## src/rtl/core/sit_pkg.sv

```systemverilog
// Shared types, widths and helpers for the segment intersection test unit.
// Depends on nothing; every other file in rtl/core imports it.
package sit_pkg;

	localparam int COORD_BITS = 16;
	localparam int DIFF_W     = COORD_BITS + 1;
	localparam int PROD_W     = 2 * DIFF_W;
	localparam int SQ_W       = 2 * COORD_BITS + 1;

	typedef enum logic [2:0] {
		ORIENT_CCW    = 3'd0,
		ORIENT_CW     = 3'd1,
		ORIENT_BEHIND = 3'd2,
		ORIENT_BEYOND = 3'd3,
		ORIENT_ON     = 3'd4
	} orient_code_t;

	typedef struct packed {
		logic signed [COORD_BITS-1:0] first_start_x;
		logic signed [COORD_BITS-1:0] first_start_y;
		logic signed [COORD_BITS-1:0] first_end_x;
		logic signed [COORD_BITS-1:0] first_end_y;
		logic signed [COORD_BITS-1:0] second_start_x;
		logic signed [COORD_BITS-1:0] second_start_y;
		logic signed [COORD_BITS-1:0] second_end_x;
		logic signed [COORD_BITS-1:0] second_end_y;
	} req_t;

	typedef struct packed {
		logic         segments_meet;
		orient_code_t orient_second_start;
		orient_code_t orient_second_end;
		orient_code_t orient_first_start;
		orient_code_t orient_first_end;
	} res_t;

	typedef struct packed {
		logic signed [DIFF_W-1:0] x;
		logic signed [DIFF_W-1:0] y;
	} vec_t;

	typedef struct packed {
		logic signed [PROD_W-1:0] cross_a;
		logic signed [PROD_W-1:0] cross_b;
		logic signed [PROD_W-1:0] dot_x;
		logic signed [PROD_W-1:0] dot_y;
		logic        [SQ_W-1:0]   len_ux;
		logic        [SQ_W-1:0]   len_uy;
		logic        [SQ_W-1:0]   len_vx;
		logic        [SQ_W-1:0]   len_vy;
	} orient_prod_t;

	function automatic logic code_pos(orient_code_t c);
		return (c == ORIENT_CCW) || (c == ORIENT_BEHIND);
	endfunction

	function automatic logic code_neg(orient_code_t c);
		return (c == ORIENT_CW) || (c == ORIENT_BEYOND);
	endfunction

	// A pair of codes blocks a meeting when both lie strictly on the same side.
	function automatic logic pair_blocks(orient_code_t a, orient_code_t b);
		return (code_pos(a) && code_pos(b)) || (code_neg(a) && code_neg(b));
	endfunction

endpackage

```

## src/rtl/core/sit_orient_classify.sv

```systemverilog
// Turns the registered products of one orientation test into its code.
// Depends on sit_pkg.
module sit_orient_classify
	import sit_pkg::*;
(
	input  orient_prod_t prod,
	output orient_code_t code
);

	logic signed [PROD_W:0] dot_sum;
	logic        [SQ_W:0]   len_u, len_v;

	always_comb begin
		dot_sum = (PROD_W+1)'(prod.dot_x) + (PROD_W+1)'(prod.dot_y);
		len_u   = {1'b0, prod.len_ux} + {1'b0, prod.len_uy};
		len_v   = {1'b0, prod.len_vx} + {1'b0, prod.len_vy};
		if (prod.cross_a > prod.cross_b) begin
			code = ORIENT_CCW;
		end else if (prod.cross_a < prod.cross_b) begin
			code = ORIENT_CW;
		end else if (dot_sum < 0) begin
			code = ORIENT_BEHIND;
		end else if (len_u < len_v) begin
			code = ORIENT_BEYOND;
		end else begin
			code = ORIENT_ON;
		end
	end

endmodule

```

## config.mk

```make
export PLATFORM = sky130hd
export DESIGN_NAME = sit_orient_classify
export DESIGN_NICKNAME = d
export VERILOG_FILES = /design/src/rtl/core/sit_pkg.sv /design/src/rtl/core/sit_orient_classify.sv
export SDC_FILE = /design/constraint.sdc
export NUM_CORES = 1
export LEC_CHECK = 0
export BUFFER_PORTS_ARGS = -buffer_cell sky130_fd_sc_hd__clkbuf_2
export CORE_MARGIN = 3
export CORE_UTILIZATION = 35
export DETAILED_ROUTE_END_ITERATION = 12
export SLEW_MARGIN = 20
export SYNTH_ARGS = -nofsm -noshare
export SYNTH_HDL_FRONTEND = slang
export SYNTH_SLANG_ARGS = --single-unit
```

## constraint.sdc

```tcl
create_clock -name vclk -period 11.7
set_input_delay 1.755 -clock vclk [all_inputs]
set_output_delay 1.755 -clock vclk [all_outputs]
set_load 0.1 [all_outputs]
```

# Yosys cells after proc, flatten, opt, wreduce, memory -nomap -nowiden
# Cells that the tools add are included.
# word_totals
output_inout_bits	3
elab_cells	11
in_bits	268
ff_bits	0
# classes
add_sub_neg	3
muxes	4
n_lt_le_gt_ge	4
# ops
op	count
$add A33 B33 Y34	2
$lt A34 B34 Y1	2
$add A34 B34 Y35	1
$lt A35 B1 Y1 const B	1
$gt A34 B34 Y1	1
$mux W3	4

# Depth between registers and ports, before layout
# depth
depth_word	6
depth_mapped	22
ltp_nobuf	22

# Least setup slack after synthesis
# Ideal clock, no wire load.
# synth_timing
path_kind	input-to-output
from	in prod[66] in the netlist's numbering
to	out code[2]
setup_slack_ps	2780
path_buffers	0
stages	19
arrival_ps	7165
required_ps	9945
cell_sequence	ha_1 fa_1 a211oi_1 o211a_1 o211ai_2 a21o_1 a21o_1 o211a_1 o21a_1 nor2_1 xnor2_1 ha_1 nand2_1 nor3_1 a31oi_1 o2111ai_1 a41o_1 nor2b_4 nor3b_1
# synth_via
elab_chain_len	6
# synth_rtl
element	line	rtl
start: declaration	sit_orient_classify.sv:6	input orient_prod_t prod,
$add A33 B33 Y34	sit_orient_classify.sv:15	len_u = {1'b0, prod.len_ux} + {1'b0, prod.len_uy};
$lt A34 B34 Y1	sit_orient_classify.sv:23	end else if (len_u < len_v) begin
$mux W3	sit_orient_classify.sv:23	
$mux W3	sit_orient_classify.sv:21	end else if (dot_sum < 0) begin
$mux W3	sit_orient_classify.sv:19	end else if (prod.cross_a < prod.cross_b) begin
$mux W3	sit_orient_classify.sv:17	if (prod.cross_a > prod.cross_b) begin
end: declaration	sit_orient_classify.sv:7	output orient_code_t code
# Every way passes these cells.

# Worst setup path after layout
# layout_timing
from	in prod[66] in the netlist's numbering
to	out code[1]
# Same word-level chain as after synthesis.

==> results.md <==
* First-pass GRT wire length at approximately 28 mm
* Register area share after synthesis at 0
* Synth-to-Final Area Change at 29.0%
* Most instantiated library cell after synthesis: ha_1
* Vias at slightly above 6000
* DR WL/cell at 14.3 um
* Crit path max-delay cell type: clkbuf_2
* Leakage at around 4.0 nW
* Reg area at 0 um^2
* Die Footprint at around 17000 um^2
* Final setup viols at 0
* Placed Cells at around 1200
* Min-delay worst type: in2out
* Ports at 271
* Crit path capture: code[1]
* Post-Synthesis Cells at between 700 and 800
* Initial core utilization at 0.361
* # clk buffers at 0
* DRC at 0
* Postcts setup bufs at 0
* Pre-Repair DR Iteration Count at 4
* Max-slew violations at 0
* Post-Syn Nets at roughly 1100
* Post-cts hold buffer count at 0
* Startpoint Class: input pin
* CTS resizes at 0
* Row count at 45
* Synth warn at 0
* Gp weighted congestion at between 0.9 and 1
* Vias per inst at 5.16
* Post-synthesis cell type count at just under 70
* DP HPWL at approximately 16 mm
* Fin Setup TNS at 0 ns
* Layout Cells excl Fill at about 1200
* CP Depth at 21
* Data required time of the worst path at between 9 and 10 ns
* Vias in the first global route at 6284
* Setup ws final at approximately 3.7 ns
* Max Freq at ~130 MHz
* Final hold vios at 0
* Crit-path cells: clkbuf_2, ha_1, fa_1, a211oi_1, o211a_1, o211ai_2, a21o_1, a21o_1, o211a_1, o21a_1, nor2_1, xnor2_1, ha_1, nand2_1, nor2_1, a2111oi_0, o2111ai_1, a41o_1, nor2b_4, nor3_2, clkbuf_2
* GR Overflow Total at 0
* Top delay family on crit path: compound AO/OA/AOI/OAI gates
* Max rail drop VDD at around 0.00004 V
* Final hold slack at between 4 and 5 ns
* Port bufs at 271
* Die W at between 100 and 150 um
* Post-synth top area cell: ha_1
* Final sequential cell count at 0
* Worst Setup Slack post-DPL at 3.71 ns
* Slowest cell delay on critical path at between 0.4 and 0.5 ns
* Crit path from: prod[66]
* Status: finished clean
* P per Cell Area at between 50 and 60 nW/um^2
* CP endpoint kind: output pin
* Unrepaired setup endpoints after global routing: false
* Drt total wl at 17.0 mm
* Die span in y at between 100 and 150 um
* Crit path DAT at between 6 and 7 ns
* WS Path Type: in2out
* Crit-path max FO at 3
* Initial antenna violation count at 2
* Mapped Avg Cell Area at between 7 and 8 um^2
* Slew margin rel. at 0.641
* Final period util at 0.680
* Total GRT Usage at 0.188
* Synth top area cells: ha_1, a21o_1, a21oi_1
* Max cap viols at 0
* DR iter-0 viols at between 150 and 200
* Post-synth top cells: ha_1, a21oi_1, a21o_1
* Largest net degree at the start of global routing at 12
* Tmin final at roughly 8.0 ns
* Top-area cell type share of the netlist area at 0.376
* Worst slew pin tran at ~0.54 ns
* Final #Nets at about 1400
* Share of cells above drive strength 1 at 0.302
* Core area at between 15000 and 20000 um^2
* Routed Antenna Nets at 0
* Mapped Area at approximately 5500 um^2
* Buf/Inv on CP at 2
==> power breakdown <==
part	switching, mW	internal (mW)	leakage (nW)
Combinational	0.202	0.189	4.04
Sequential	0	0	0
Clock	0	0.0000000229	0.0000127
Total	0.202	0.189	4.04
==> placed cells by master, fill, tap and decap left out, types with 19 or more instances in the layout <==
master and count:
clkbuf_2 271, inv_1 52, ha_1 166, a21o_1 59
a21oi_1 71, xnor2_1 27, xor2_1 31, o21ai_0 35
nand3_1 19, nor2_1 36, nand2_1 30
==> stage by stage <==
stage	cell area (um^2)	power, mW	util
detailed placement	7120	0.393	0.465
global placement	7120	0.391	0.465
CTS	7120	0.396	0.465
floorplan	5520	0.279	-
finish	7120	0.391	0.465
global route	7120	0.451	0.465
==> metal layers <==
metal,GRT usage,wire length [um]
met1,0.216,6910
met4,0.0158,163
met5,0,0
met2,0.374,8850
met3,0.0322,1110
==> kinds of logic (layout without fill, tap and decap cells) <==
logic type / after synthesis / count (layout) / share of synthesized area
compound gates: 263 / 263 / 0.329
fa+ha+maj: 168 / 168 / 0.383
simple gates: 167 / 167 / 0.157
xor+xnor: 58 / 58 / 0.0920
buf+inv: 57 / 323 / 0.0394
other cells: 0 / 2 / 0
==> layout make-up <==
cell class                 instances  area (um^2)
fill                            1632         8190
multi-input combinational        656         5300
timing repair buffer             271         1360
tap                              211          264
inverter                          52          195
antenna                            2         5.00
==> worst min-delay path by stage <==
stage,startpoint,endpoint,slack (ns),depth (start not counted)
final,prod[200],code[1],4.38,5
after floorplan,prod[235],code[1],4.05,3
after CTS,prod[235],code[1],4.38,5
after global routing,prod[235],code[1],4.43,5
after detailed placement,prod[235],code[1],4.38,5
after global placement,prod[235],code[1],4.37,5
(Power assumes the default switching activity.)
